$ cat config.mk
export PLATFORM = sky130hd
export DESIGN_NAME = gnss_binary_log_framer_core_flat
export DESIGN_NICKNAME = d
export VERILOG_FILES = /design/src/sv/gbf_pkg.sv /design/src/sv/gbf_if.sv /design/src/sv/gbf_csr.sv /design/src/sv/gbf_framer.sv /design/src/sv/gnss_binary_log_framer_core.sv /design/src/flat_wrapper.sv
export SDC_FILE = /design/constraint.sdc
export NUM_CORES = 1
export LEC_CHECK = 0
export BUFFER_PORTS_ARGS = -buffer_cell sky130_fd_sc_hd__buf_2
export CORE_MARGIN = 4
export CORE_UTILIZATION = 60
export CTS_BUF_LIST = sky130_fd_sc_hd__clkbuf_8
export CTS_CLUSTER_DIAMETER = 30
export DETAILED_ROUTE_END_ITERATION = 10
export GPL_TIMING_DRIVEN = 1
export PLACE_DENSITY = 0.84
export SLEW_MARGIN = 20
export SYNTH_ARGS = -nofsm -noshare
export SYNTH_HDL_FRONTEND = slang
export SYNTH_SLANG_ARGS = --single-unit
$ cat constraint.sdc
create_clock -name clock -period 6.72 [get_ports clock]
set_input_delay 0.336 -clock clock [delete_from_list [all_inputs] [get_ports clock]]
set_output_delay 0.336 -clock clock [all_outputs]
set_load 0.03 [all_outputs]
$ cat src/sv/gbf_pkg.sv
// ----------------------------------------------------------------------------
// gbf_pkg
// shared types and constants of the binary log framer
// ----------------------------------------------------------------------------
package gbf_pkg;

   // sync pattern of a binary log header
   localparam logic [7:0] SYNC_A = 8'hAA;
   localparam logic [7:0] SYNC_B = 8'h44;
   localparam logic [7:0] SYNC_C = 8'h12;

   // slack added to header length plus message length
   localparam logic [16:0] LEN_SLACK = 17'd3;

   // field widths
   localparam int unsigned POS_W   = 15;
   localparam int unsigned STORE_W = 14;
   localparam int unsigned ABORT_W = 14;
   localparam int unsigned ID_W    = 16;
   localparam int unsigned CSR_IDX_W  = 2;
   localparam int unsigned CSR_DATA_W = 16;

   // header phases with their own action
   localparam int unsigned PH_SYNC_A = 0;
   localparam int unsigned PH_SYNC_B = 1;
   localparam int unsigned PH_SYNC_C = 2;
   localparam int unsigned PH_HDR    = 3;
   localparam int unsigned PH_ID_LO  = 4;
   localparam int unsigned PH_ID_HI  = 5;
   localparam int unsigned PH_SKIP_A = 6;
   localparam int unsigned PH_SKIP_B = 7;
   localparam int unsigned PH_LEN_LO = 8;
   localparam int unsigned PH_LEN_HI = 9;
   localparam int unsigned PH_SKIP_C = 10;

   // reset values of the registers
   localparam logic [ABORT_W-1:0] ABORT_LIMIT_RST = 14'd10000;
   localparam logic [ID_W-1:0]    POSITION_ID_RST = 16'h00F1;
   localparam logic [ID_W-1:0]    RANGE_ID_RST    = 16'h002B;
   localparam logic [ID_W-1:0]    SATELLITE_ID_RST = 16'h05AB;

   typedef enum logic [CSR_IDX_W-1:0] {
      CSR_ABORT_LIMIT  = 2'd0,
      CSR_POSITION_ID  = 2'd1,
      CSR_RANGE_ID     = 2'd2,
      CSR_SATELLITE_ID = 2'd3
   } csr_index_type;

   typedef enum logic [1:0] {
      KIND_OTHER     = 2'd0,
      KIND_POSITION  = 2'd1,
      KIND_RANGE     = 2'd2,
      KIND_SATELLITE = 2'd3
   } frame_kind_type;

   typedef struct packed {
      logic [ABORT_W-1:0] abort_limit;
      logic [ID_W-1:0]    position_log_id;
      logic [ID_W-1:0]    range_log_id;
      logic [ID_W-1:0]    satellite_log_id;
   } cfg_type;

   typedef struct packed {
      logic [7:0]         stored_byte;
      logic [STORE_W-1:0] store_position;
      logic               frame_done;
      frame_kind_type     frame_kind;
      logic [ID_W-1:0]    message_id;
      logic [7:0]         header_length;
      logic [15:0]        message_length;
   } result_type;

endpackage

$ cat src/sv/gbf_if.sv
// ----------------------------------------------------------------------------
// gbf channel interfaces
// byte input, framed result and register write channels
// ----------------------------------------------------------------------------
interface gbf_req_if;
   logic       valid;
   logic       ready;
   logic [7:0] rx_byte;

   modport source (output valid, output rx_byte, input ready);
   modport sink   (input valid, input rx_byte, output ready);
endinterface

interface gbf_rsp_if;
   logic        valid;
   logic        ready;
   logic [7:0]  stored_byte;
   logic [13:0] store_position;
   logic        frame_done;
   logic [1:0]  frame_kind;
   logic [15:0] message_id;
   logic [7:0]  header_length;
   logic [15:0] message_length;

   modport source (output valid, output stored_byte, output store_position,
                   output frame_done, output frame_kind, output message_id,
                   output header_length, output message_length, input ready);
   modport sink   (input valid, input stored_byte, input store_position,
                   input frame_done, input frame_kind, input message_id,
                   input header_length, input message_length, output ready);
endinterface

interface gbf_csr_if;
   logic        valid;
   logic        ready;
   logic [1:0]  index;
   logic [15:0] data;

   modport source (output valid, output index, output data, input ready);
   modport sink   (input valid, input index, input data, output ready);
endinterface

$ cat src/sv/gbf_csr.sv
// ----------------------------------------------------------------------------
// gbf_csr
// configuration registers of the framer, written one beat at a time
// ----------------------------------------------------------------------------
module gbf_csr (
   input  logic              clock,
   input  logic              reset,
   gbf_csr_if.sink           csr_if,
   output gbf_pkg::cfg_type  cfg
);

   gbf_pkg::cfg_type cfg_ff;
   gbf_pkg::cfg_type cfg_in;

   assign csr_if.ready = 1'b1;
   assign cfg          = cfg_ff;

   always_comb begin
      cfg_in = cfg_ff;
      if (csr_if.valid) begin
         unique case (gbf_pkg::csr_index_type'(csr_if.index))
            gbf_pkg::CSR_ABORT_LIMIT: begin
               cfg_in.abort_limit = csr_if.data[gbf_pkg::ABORT_W-1:0];
            end
            gbf_pkg::CSR_POSITION_ID: begin
               cfg_in.position_log_id = csr_if.data;
            end
            gbf_pkg::CSR_RANGE_ID: begin
               cfg_in.range_log_id = csr_if.data;
            end
            gbf_pkg::CSR_SATELLITE_ID: begin
               cfg_in.satellite_log_id = csr_if.data;
            end
            default: begin
               cfg_in = cfg_ff;
            end
         endcase
      end
   end

   always_ff @(posedge clock) begin
      if (reset) begin
         cfg_ff.abort_limit      <= gbf_pkg::ABORT_LIMIT_RST;
         cfg_ff.position_log_id  <= gbf_pkg::POSITION_ID_RST;
         cfg_ff.range_log_id     <= gbf_pkg::RANGE_ID_RST;
         cfg_ff.satellite_log_id <= gbf_pkg::SATELLITE_ID_RST;
      end else begin
         cfg_ff <= cfg_in;
      end
   end

endmodule

$ cat src/sv/gbf_framer.sv
// ----------------------------------------------------------------------------
// gbf_framer
// framing state and the per-byte update: sync hunt, header capture, end check
// ----------------------------------------------------------------------------
module gbf_framer #(
   parameter int unsigned PHASE_BITS = 14
) (
   input  logic                clock,
   input  logic                reset,
   input  logic                advance,
   input  logic [7:0]          rx_byte,
   input  gbf_pkg::cfg_type    cfg,
   output gbf_pkg::result_type result
);

   localparam int unsigned CMP_W =
      (PHASE_BITS > gbf_pkg::ABORT_W) ? PHASE_BITS : gbf_pkg::ABORT_W;

   localparam logic [PHASE_BITS-1:0] PH_SYNC_A = PHASE_BITS'(gbf_pkg::PH_SYNC_A);
   localparam logic [PHASE_BITS-1:0] PH_SYNC_B = PHASE_BITS'(gbf_pkg::PH_SYNC_B);
   localparam logic [PHASE_BITS-1:0] PH_SYNC_C = PHASE_BITS'(gbf_pkg::PH_SYNC_C);
   localparam logic [PHASE_BITS-1:0] PH_HDR    = PHASE_BITS'(gbf_pkg::PH_HDR);
   localparam logic [PHASE_BITS-1:0] PH_ID_LO  = PHASE_BITS'(gbf_pkg::PH_ID_LO);
   localparam logic [PHASE_BITS-1:0] PH_ID_HI  = PHASE_BITS'(gbf_pkg::PH_ID_HI);
   localparam logic [PHASE_BITS-1:0] PH_SKIP_A = PHASE_BITS'(gbf_pkg::PH_SKIP_A);
   localparam logic [PHASE_BITS-1:0] PH_SKIP_B = PHASE_BITS'(gbf_pkg::PH_SKIP_B);
   localparam logic [PHASE_BITS-1:0] PH_LEN_LO = PHASE_BITS'(gbf_pkg::PH_LEN_LO);
   localparam logic [PHASE_BITS-1:0] PH_LEN_HI = PHASE_BITS'(gbf_pkg::PH_LEN_HI);
   localparam logic [PHASE_BITS-1:0] PH_SKIP_C = PHASE_BITS'(gbf_pkg::PH_SKIP_C);

   logic [PHASE_BITS-1:0]        phase_ff, phase_in;
   logic [gbf_pkg::POS_W-1:0]    position_count_ff, position_count_in;
   logic [7:0]                   header_len_ff, header_len_in;
   logic [gbf_pkg::ID_W-1:0]     msg_id_ff, msg_id_in;
   logic [15:0]                  msg_len_ff, msg_len_in;

   logic [PHASE_BITS-1:0]        phase_step;
   logic [gbf_pkg::POS_W-1:0]    pos_step;
   logic [16:0]                  frame_end;
   logic                         frame_done;
   gbf_pkg::frame_kind_type      frame_kind;

   always_comb begin
      phase_step    = phase_ff + 1'b1;
      pos_step      = position_count_ff + 1'b1;
      header_len_in = header_len_ff;
      msg_id_in     = msg_id_ff;
      msg_len_in    = msg_len_ff;
      phase_in      = phase_step;
      position_count_in = pos_step;

      case (phase_ff)
         PH_SYNC_A: begin
            if (rx_byte != gbf_pkg::SYNC_A) begin
               phase_in          = '0;
               position_count_in = '0;
            end
         end
         PH_SYNC_B: begin
            if (rx_byte != gbf_pkg::SYNC_B) begin
               phase_in          = '0;
               position_count_in = '0;
            end
         end
         PH_SYNC_C: begin
            if (rx_byte != gbf_pkg::SYNC_C) begin
               phase_in          = '0;
               position_count_in = '0;
            end
         end
         PH_HDR:    header_len_in = rx_byte;
         PH_ID_LO:  msg_id_in     = {8'h00, rx_byte};
         PH_ID_HI:  msg_id_in     = {rx_byte, msg_id_ff[7:0]};
         PH_LEN_LO: msg_len_in    = {8'h00, rx_byte};
         PH_LEN_HI: msg_len_in    = {rx_byte, msg_len_ff[7:0]};
         PH_SKIP_A, PH_SKIP_B, PH_SKIP_C: begin
            phase_in = phase_step;
         end
         default: begin
            // runaway frame
            if (CMP_W'(phase_ff) == CMP_W'(cfg.abort_limit)) begin
               phase_in          = '0;
               position_count_in = '0;
            end
         end
      endcase

      frame_end  = 17'(header_len_in) + 17'(msg_len_in) + gbf_pkg::LEN_SLACK;
      frame_done = (phase_in > PH_SKIP_C) && (17'(position_count_in) > frame_end);

      // first match wins
      if (msg_id_in == cfg.position_log_id) begin
         frame_kind = gbf_pkg::KIND_POSITION;
      end else if (msg_id_in == cfg.range_log_id) begin
         frame_kind = gbf_pkg::KIND_RANGE;
      end else if (msg_id_in == cfg.satellite_log_id) begin
         frame_kind = gbf_pkg::KIND_SATELLITE;
      end else begin
         frame_kind = gbf_pkg::KIND_OTHER;
      end

      if (frame_done) begin
         phase_in          = '0;
         position_count_in = '0;
      end else begin
         frame_kind = gbf_pkg::KIND_OTHER;
      end

      result.stored_byte    = rx_byte;
      result.store_position = position_count_ff[gbf_pkg::STORE_W-1:0];
      result.frame_done     = frame_done;
      result.frame_kind     = frame_kind;
      result.message_id     = msg_id_in;
      result.header_length  = header_len_in;
      result.message_length = msg_len_in;
   end

   always_ff @(posedge clock) begin
      if (reset) begin
         phase_ff          <= '0;
         position_count_ff <= '0;
         header_len_ff     <= '0;
         msg_id_ff         <= '0;
         msg_len_ff        <= '0;
      end else if (advance) begin
         phase_ff          <= phase_in;
         position_count_ff <= position_count_in;
         header_len_ff     <= header_len_in;
         msg_id_ff         <= msg_id_in;
         msg_len_ff        <= msg_len_in;
      end
   end

`ifndef SYNTHESIS
   a_done_rehunts: assert property (@(posedge clock) disable iff (reset)
      advance && result.frame_done |=> phase_ff == '0 && position_count_ff == '0)
      else $error("framer did not rehunt after a completed frame");

   a_header_capture: assert property (@(posedge clock) disable iff (reset)
      advance && phase_ff == PH_HDR |=> header_len_ff == $past(rx_byte))
      else $error("header length byte not captured");

   a_state_holds: assert property (@(posedge clock) disable iff (reset)
      !advance |=> $stable(phase_ff) && $stable(position_count_ff))
      else $error("framing state moved without a byte");
`endif

endmodule

$ cat src/sv/gnss_binary_log_framer_core.sv
// ----------------------------------------------------------------------------
// gnss_binary_log_framer_core
// frames binary gnss logs from a received byte stream
// ----------------------------------------------------------------------------
// usage
//  - req_if carries one received byte per beat; rsp_if returns one result beat
//    per byte: the byte, its frame store position, the captured header fields
//    and, on the byte that closes a frame, frame_done with the id class
//  - csr_if writes abort_limit (0) and the three log ids (1..3); it is always
//    ready and is meant to be written while no byte is in flight
//  - a byte taken from req_if is held in the input stage register, then moves
//    through the framing update into the result register that drives rsp_if
//  - throughput: one byte per cycle unless rsp_if stalls; the whole framing
//    update sits between the input stage register and the result register
//  - a stalled rsp_if holds its beat; the input stage keeps taking a byte as
//    long as it is empty or the result register can move on, so one extra
//    byte is buffered while the receiver stalls
//  - reset clears both stages, the framing state and the captured fields, and
//    loads the default register values; the framer starts hunting for sync
// ----------------------------------------------------------------------------
module gnss_binary_log_framer_core #(
   parameter int unsigned PHASE_BITS = 14
) (
   input  logic      clock,
   input  logic      reset,
   gbf_req_if.sink   req_if,
   gbf_rsp_if.source rsp_if,
   gbf_csr_if.sink   csr_if
);

   // configuration
   gbf_pkg::cfg_type    cfg;

   // input stage
   logic                s1_valid_ff, s1_valid_in;
   logic [7:0]          s1_byte_ff, s1_byte_in;

   // result stage
   logic                rsp_valid_ff, rsp_valid_in;
   gbf_pkg::result_type rsp_ff, rsp_in;
   gbf_pkg::result_type result;

   logic                rsp_free;
   logic                advance;
   logic                req_beat;

   gbf_csr u_csr (
      .clock  (clock),
      .reset  (reset),
      .csr_if (csr_if),
      .cfg    (cfg)
   );

   gbf_framer #(
      .PHASE_BITS (PHASE_BITS)
   ) u_framer (
      .clock   (clock),
      .reset   (reset),
      .advance (advance),
      .rx_byte (s1_byte_ff),
      .cfg     (cfg),
      .result  (result)
   );

   // handshake: result register moves on when empty or taken
   assign rsp_free     = !rsp_valid_ff || rsp_if.ready;
   assign advance      = s1_valid_ff && rsp_free;
   assign req_if.ready = !s1_valid_ff || rsp_free;
   assign req_beat     = req_if.valid && req_if.ready;

   always_comb begin
      s1_valid_in = s1_valid_ff;
      s1_byte_in  = s1_byte_ff;
      if (req_beat) begin
         s1_valid_in = 1'b1;
         s1_byte_in  = req_if.rx_byte;
      end else if (advance) begin
         s1_valid_in = 1'b0;
      end

      rsp_valid_in = rsp_valid_ff;
      rsp_in       = rsp_ff;
      if (advance) begin
         rsp_valid_in = 1'b1;
         rsp_in       = result;
      end else if (rsp_if.ready) begin
         rsp_valid_in = 1'b0;
      end
   end

   always_ff @(posedge clock) begin
      if (reset) begin
         s1_valid_ff  <= 1'b0;
         rsp_valid_ff <= 1'b0;
      end else begin
         s1_valid_ff  <= s1_valid_in;
         rsp_valid_ff <= rsp_valid_in;
      end
   end

   // payload registers, no reset
   always_ff @(posedge clock) begin
      s1_byte_ff <= s1_byte_in;
      rsp_ff     <= rsp_in;
   end

   // result channel
   assign rsp_if.valid          = rsp_valid_ff;
   assign rsp_if.stored_byte    = rsp_ff.stored_byte;
   assign rsp_if.store_position = rsp_ff.store_position;
   assign rsp_if.frame_done     = rsp_ff.frame_done;
   assign rsp_if.frame_kind     = rsp_ff.frame_kind;
   assign rsp_if.message_id     = rsp_ff.message_id;
   assign rsp_if.header_length  = rsp_ff.header_length;
   assign rsp_if.message_length = rsp_ff.message_length;

`ifndef SYNTHESIS
   a_stage_holds: assert property (@(posedge clock) disable iff (reset)
      s1_valid_ff && !advance |=> s1_valid_ff && $stable(s1_byte_ff))
      else $error("input stage lost a waiting byte");

   a_byte_echo: assert property (@(posedge clock) disable iff (reset)
      advance |=> rsp_valid_ff && rsp_ff.stored_byte == $past(s1_byte_ff))
      else $error("result beat does not echo its byte");

   a_kind_idle: assert property (@(posedge clock) disable iff (reset)
      rsp_valid_ff && !rsp_ff.frame_done |-> rsp_ff.frame_kind == gbf_pkg::KIND_OTHER)
      else $error("frame kind set without a completed frame");
`endif

endmodule
$ cat src/flat_wrapper.sv
// flat-port wrapper written by rule: the top's interface ports become plain ports
module gnss_binary_log_framer_core_flat 
#(
   parameter int unsigned PHASE_BITS = 14
)
  (clock, reset, req_if_valid, req_if_rx_byte, req_if_ready, rsp_if_valid, rsp_if_stored_byte, rsp_if_store_position, rsp_if_frame_done, rsp_if_frame_kind, rsp_if_message_id, rsp_if_header_length, rsp_if_message_length, rsp_if_ready, csr_if_valid, csr_if_index, csr_if_data, csr_if_ready);
  gbf_req_if req_if_i ();
  gbf_rsp_if rsp_if_i ();
  gbf_csr_if csr_if_i ();
  input  logic clock;
  input  logic reset;
  input wire logic [$bits(req_if_i.valid)-1:0] req_if_valid;
  input wire logic [$bits(req_if_i.rx_byte)-1:0] req_if_rx_byte;
  output wire logic [$bits(req_if_i.ready)-1:0] req_if_ready;
  output wire logic [$bits(rsp_if_i.valid)-1:0] rsp_if_valid;
  output wire logic [$bits(rsp_if_i.stored_byte)-1:0] rsp_if_stored_byte;
  output wire logic [$bits(rsp_if_i.store_position)-1:0] rsp_if_store_position;
  output wire logic [$bits(rsp_if_i.frame_done)-1:0] rsp_if_frame_done;
  output wire logic [$bits(rsp_if_i.frame_kind)-1:0] rsp_if_frame_kind;
  output wire logic [$bits(rsp_if_i.message_id)-1:0] rsp_if_message_id;
  output wire logic [$bits(rsp_if_i.header_length)-1:0] rsp_if_header_length;
  output wire logic [$bits(rsp_if_i.message_length)-1:0] rsp_if_message_length;
  input wire logic [$bits(rsp_if_i.ready)-1:0] rsp_if_ready;
  input wire logic [$bits(csr_if_i.valid)-1:0] csr_if_valid;
  input wire logic [$bits(csr_if_i.index)-1:0] csr_if_index;
  input wire logic [$bits(csr_if_i.data)-1:0] csr_if_data;
  output wire logic [$bits(csr_if_i.ready)-1:0] csr_if_ready;
  assign req_if_i.valid = req_if_valid;
  assign req_if_i.rx_byte = req_if_rx_byte;
  assign req_if_ready = req_if_i.ready;
  assign rsp_if_valid = rsp_if_i.valid;
  assign rsp_if_stored_byte = rsp_if_i.stored_byte;
  assign rsp_if_store_position = rsp_if_i.store_position;
  assign rsp_if_frame_done = rsp_if_i.frame_done;
  assign rsp_if_frame_kind = rsp_if_i.frame_kind;
  assign rsp_if_message_id = rsp_if_i.message_id;
  assign rsp_if_header_length = rsp_if_i.header_length;
  assign rsp_if_message_length = rsp_if_i.message_length;
  assign rsp_if_i.ready = rsp_if_ready;
  assign csr_if_i.valid = csr_if_valid;
  assign csr_if_i.index = csr_if_index;
  assign csr_if_i.data = csr_if_data;
  assign csr_if_ready = csr_if_i.ready;
  gnss_binary_log_framer_core #(.PHASE_BITS(PHASE_BITS)) u_core (.clock(clock), .reset(reset), .req_if(req_if_i), .rsp_if(rsp_if_i), .csr_if(csr_if_i));
endmodule
# Word level (Yosys, flattened, before mapping)
# Cells that the tools add are included.
[classes]
add_sub_neg = 4
order_cmp = 2
n_eq_ne = 20
n_mux = 22
bitwise = 1
reduce_logical = 17
[ops]
columns = ["op", "n"]
rows = [
  ["two-way mux 15 bit", 5],
  ["two-way mux 14 bit", 5],
  ["case mux 16 bit (2 select lines)", 2],
  ["case mux 15 bit (4 select lines)", 1],
  ["equality test 14 x 3 -> 1 bit, second input constant", 4],
  ["case mux 14 bit (4 select lines)", 1],
  ["equality test 16 bit", 3],
  ["equality test 14 x 4 -> 1 bit, second input constant", 3],
  ["equality test 14 x 2 -> 1 bit, second input constant", 2],
  ["adder 17 x 2 -> 17 bit, second input constant", 1],
  ["adder 8 x 16 -> 17 bit", 1],
  ["greater-than comparator 15 x 17 -> 1 bit", 1],
  ["adder 15 x 1 -> 15 bit, second input constant", 1],
  ["adder 14 x 1 -> 14 bit, second input constant", 1],
  ["equality test 14 x 1 -> 1 bit, second input constant", 1],
  ["equality test 14 bit", 1],
  ["greater-than comparator 14 x 4 -> 1 bit, second input constant", 1],
  ["zero test 14 bit", 1],
  ["two-way mux 8 bit", 1],
  ["!= test 8 x 5 -> 1 bit, second input constant", 1],
  ["!= test 8 x 7 -> 1 bit, second input constant", 1],
  ["!= test 8 bit, second input constant", 1],
  ["AND reduction 2 bit", 4],
  ["OR reduction 8 bit", 1],
  ["11 further kinds", 22],
]
[totals]
ff_bits = 206
input_bits = 31
output_inout_bits = 68
elab_cells = 86

# Logic depth before layout (Yosys ltp)
[depth]
word_depth = 8
mapped_depth = 32
depth_no_buf = 27

# Modules after synthesis
# Synthesis repeated with hierarchy kept, for this count alone.
[hier_totals]
hier_cells = 1127
hier_area_um2 = 10959.3
[modules_own_cells]
columns = ["module", "instances", "cells_per_inst", "area_each_um2", "seq_area_each_um2"]
rows = [
  ["gbf_framer", 1, 805, 6172.2, 1381.3],
  ["gbf_csr", 1, 239, 2491.1, 1241.2],
  ["gnss_binary_log_framer_core", 1, 83, 2296.0, 2232.1],
]

# Least setup slack after synthesis
# Ideal clock, no wire load.
[synth_path]
kind = "register to register"
start = "register u_core.u_framer.phase_ff[13]"
end = "register u_core.u_framer.phase_ff[5]"
setup_ns = 0.061
arrival_time_ns = 6.009
required_ns = 6.659
path_slack_ns = 0.650
stages_incl_launch_ff = 30
path_buffers = 5
synth_period_minus_slack_ns = 6.070
cell_sequence = "dfxtp_1 > buf_6 > or4_4 > buf_6 > nor3_2 > buf_4 > and3_1 > clkbuf_1 > nand2_1 > a22o_1 > ha_1 > ha_1 > nor2b_1 > o21ai_0 > a21boi_0 > o41ai_1 > a21oi_1 > xnor2_1 > ha_1 > a21oi_1 > nand2_1 > a221oi_1 > o21ai_0 > a21o_1 > a21oi_1 > or3_4 > buf_6 > inv_2 > nor3_4 > a32o_1"
[synth_lines]
columns = ["item", "line_no", "text"]
rows = [
  ["start: declaration", "gbf_framer.sv:31", "logic [PHASE_BITS-1:0] phase_ff, phase_in;"],
  ["start signal: assignment", "gbf_framer.sv:126", "phase_ff <= phase_in;"],
]

==> results.md <==
* Register area share after synthesis at 0.476
* WP data arrival at 6770 ps
* Relative slew margins at 0.317
* Worst-margin pin slew at 1020 ps
* Skew-Pair Late Insertion Delay at 540 ps
* Global-route wire length before repair at 42100 um
* Wl on met1 at 10800 um
* Routed wl met3 at 2060 um
* Total grt overflow at 0
* Crit share post-route at 0.939
* Starting Density at 0.613
* Share of cells above drive strength 1 at 0.161
* Antenna Nets Post-Route at 0
* Synth warn at 0
* Seq cells post-synth at 206
* Synth Cell Area at 10200 um2
* Total track usage at 0.263
* Worst setup EP type: register
* Antenna cells at 0
* Die W at 138 um
* Clk sinks at 206
* Worst Hold Launch: req_if_valid
* Launching point of the worst reg2reg path: u_core.u_framer.phase_ff[5]
* Layout area overhead at 16.0%
* Number of global-route vias before repair at 8278
* Syn avg cell area at 8.88 um2
* F_max at 159 MHz
* Clk buf depth at 3
* Dpl hpwl at 17400 um
* Site Rows at 47
* Full die area at 19200 um2
* First-iteration detailed-routing DRC count at 917
* Final TNS setup at 0 ps
* Total of max-cap violations at 0
* Status: complete, no violations
* Worst Hold Path Cells at 3
* Pwr dens at 262 nW/um2
* Final nets at 1295
* Die Ht at 138 um
* Vias/cell at 6.04
* R2r setup slk at 410 ps
* Final core area utilization at 0.711
* Reg2reg end: u_core.u_framer.position_count_ff[3]
* DR top layer: met4
* Commonest non-fill, non-tap cell in the layout: nand2_1
* Final hold vios at 0
* Pleak at 0.00481 uW
* Post-synth EDFFs at 73
* Total CTS buffers at 40
* Drt wl/cell at 17.8 um
* TritonCTS clock tree: done
* Core area at 16600 um2
* RSZ-0062 raised after global routing: no
* Largest net degree at the start of global routing at 88
* Worst min path class: in -> reg
* Worst r2r path cells at 23
* # IOs at 99
* Post-synthesis net count at 1217
* Setup Skew at 38.5 ps
* Setup-failing EPs final at 0
* Critical-path maximum fanout at 15
* CTS H-Tree Depth at 2
* TritonRoute pass-1 iters at 7
* Slew Limit Fails at 0
* Netlist cell types at 69
* Worst vdd ir at 195 uV
* DR WL met2 at 12400 um
* Most frequent cells in the layout: 212 x nand2_1, 133 x dfxtp_1, 113 x a21oi_1
* Min Tclk post-route at 6310 ps
* Main flop type after synthesis: dfxtp_1
* CP Class: reg -> reg
* Asr flop ratio synth at 0
* Routed WL at 26300 um
* Via count at 8926
* Hold Path End: u_core.s1_valid_ff
* WP data required at 7180 ps
* # port buffers at 97
* Instance count of the mapped netlist at 1149
* Initial antenna violation count at 0
* Clock Root Buffer: clkbuf_8
* Worst-path clk slew at 60 ps
* RD Place Congestion at 0.952
* Number of remaining DRC errors at 0
* CP Launch Type: register
-- critical path, cell delays in order, from the launching register on --
cell and delay (ps):
dfxtp_1 450, or4_4 590, nor3_2 300, and3_1 260
nand2_1 220, a22o_1 300, ha_1 330, ha_1 320
a211o_1 310, a2111oi_1 480, o31ai_1 250, nor2b_1 190
xnor2_1 130, ha_1 300, nand4_1 120, nor2_1 80
a221oi_1 250, o21ai_0 130, a21o_1 200, a21oi_2 210
or3_4 250, buf_4 250, nand3_1 140, a21oi_1 200
-- layout make-up --
cell class,count,area [um2]
multi-input combinational,834,4940
sequential,206,4850
fill,1247,4810
clock buffer,50,688
timing repair buffer,117,671
clock inverter,24,293
tap,220,275
inverter,28,108
-- what timing repair did --
item	4_1_cts	5_1_grt
endpoints found under the setup margin	0	26
hold buffers	8	0
buffers inserted	0	1
gates resized for setup	0	7
hold endpoints to repair	8	0
-- worst max-delay path by stage --
stage,startpoint,endpoint
floorplan,u_core.u_framer.phase_ff[13],u_core.u_framer.phase_ff[5]
global placement,u_core.u_framer.phase_ff[5],u_core.u_framer.phase_ff[4]
detailed placement,u_core.u_framer.phase_ff[5],u_core.u_framer.phase_ff[7]
CTS,u_core.u_framer.phase_ff[5],u_core.u_framer.phase_ff[9]
global route,u_core.u_framer.phase_ff[5],u_core.u_framer.position_count_ff[3]
finish,u_core.u_framer.phase_ff[5],u_core.u_framer.position_count_ff[3]
-- report_power, final --
part	internal, uW	leakage, uW	switching [uW]
registers	1340	0.00177	30.0
logic	78.2	0.00250	164
clock network	946	0.000536	546
total	2360	0.00481	739
-- layer usage --
layer / vias up / global-route usage
met3: 80 / 0.0511
met1: 4177 / 0.348
met5: - / 0
met2: 434 / 0.425
met4: 0 / 0.110
li1: 4235 / -
-- metrics by stage --
| stage | cells | setup slack [ps] | power, uW | hold WS (ps) | instance area (um2) |
|---|---|---|---|---|---|
| finish | 1479 | 412 | 3100 | 48.8 | 11800 |
| global route | 1479 | 45.7 | 3210 | 57.6 | 11800 |
| CTS | 1478 | 210 | 3100 | 21.4 | 11800 |
| detailed placement | 1396 | 241 | 1630 | 447 | 10700 |
| global placement | 1396 | 491 | 1620 | 440 | 10700 |
| floorplan | 1149 | 650 | 1550 | 424 | 10200 |
-- cells by family after synthesis --
group	Yosys count	synth area share
flip-flops	206	0.476
buffers and inverters	109	0.0433
other	1	0.000368
XOR/XNOR	64	0.0549
AND/OR/NAND/NOR	504	0.234
adder cells (fa/ha/maj)	37	0.0461
AO/OA/AOI/OAI	219	0.135
multiplexers	9	0.0101
-- cells in the mapped netlist, types with 4 or more instances --
| library cell | n | share of area |
|---|---|---|
| mux2_2 | 6 | 0.0066 |
| or3_1 | 4 | 0.0025 |
| buf_1 | 5 | 0.0018 |
| xor2_1 | 28 | 0.024 |
| and4_1 | 4 | 0.0034 |
| inv_1 | 26 | 0.0096 |
| a21o_1 | 5 | 0.0037 |
| nor4_1 | 20 | 0.012 |
| xnor2_1 | 36 | 0.031 |
| and3_1 | 34 | 0.021 |
| nor2b_1 | 7 | 0.0043 |
| dfxtp_1 | 133 | 0.26 |
| a22o_1 | 20 | 0.017 |
| edfxtp_1 | 73 | 0.21 |
| nand2b_1 | 8 | 0.0049 |
| nor2_1 | 75 | 0.028 |
| nand2_1 | 212 | 0.078 |
| a22oi_1 | 4 | 0.0029 |
| nor3_1 | 28 | 0.014 |
| clkbuf_1 | 69 | 0.025 |
| a32o_1 | 7 | 0.0069 |
| a21oi_1 | 114 | 0.056 |
| nand4_1 | 20 | 0.012 |
| a211oi_1 | 9 | 0.0066 |
| o21ai_0 | 25 | 0.012 |
| nand3_1 | 69 | 0.034 |
| ha_1 | 36 | 0.044 |
-- registers in the layout, indices dropped and copies added (netlist names), 14 cells and up --
register                           flops
u_core.rsp_if.message_id              16
u_core.rsp_if.message_length          16
u_core.rsp_if.store_position          14
u_core.u_csr.cfg                      62
u_core.u_framer.msg_id_ff             16
u_core.u_framer.msg_len_ff            16
u_core.u_framer.phase_ff              14
u_core.u_framer.position_count_ff     15
No activity file was read; power rests on OpenSTA's default activity.
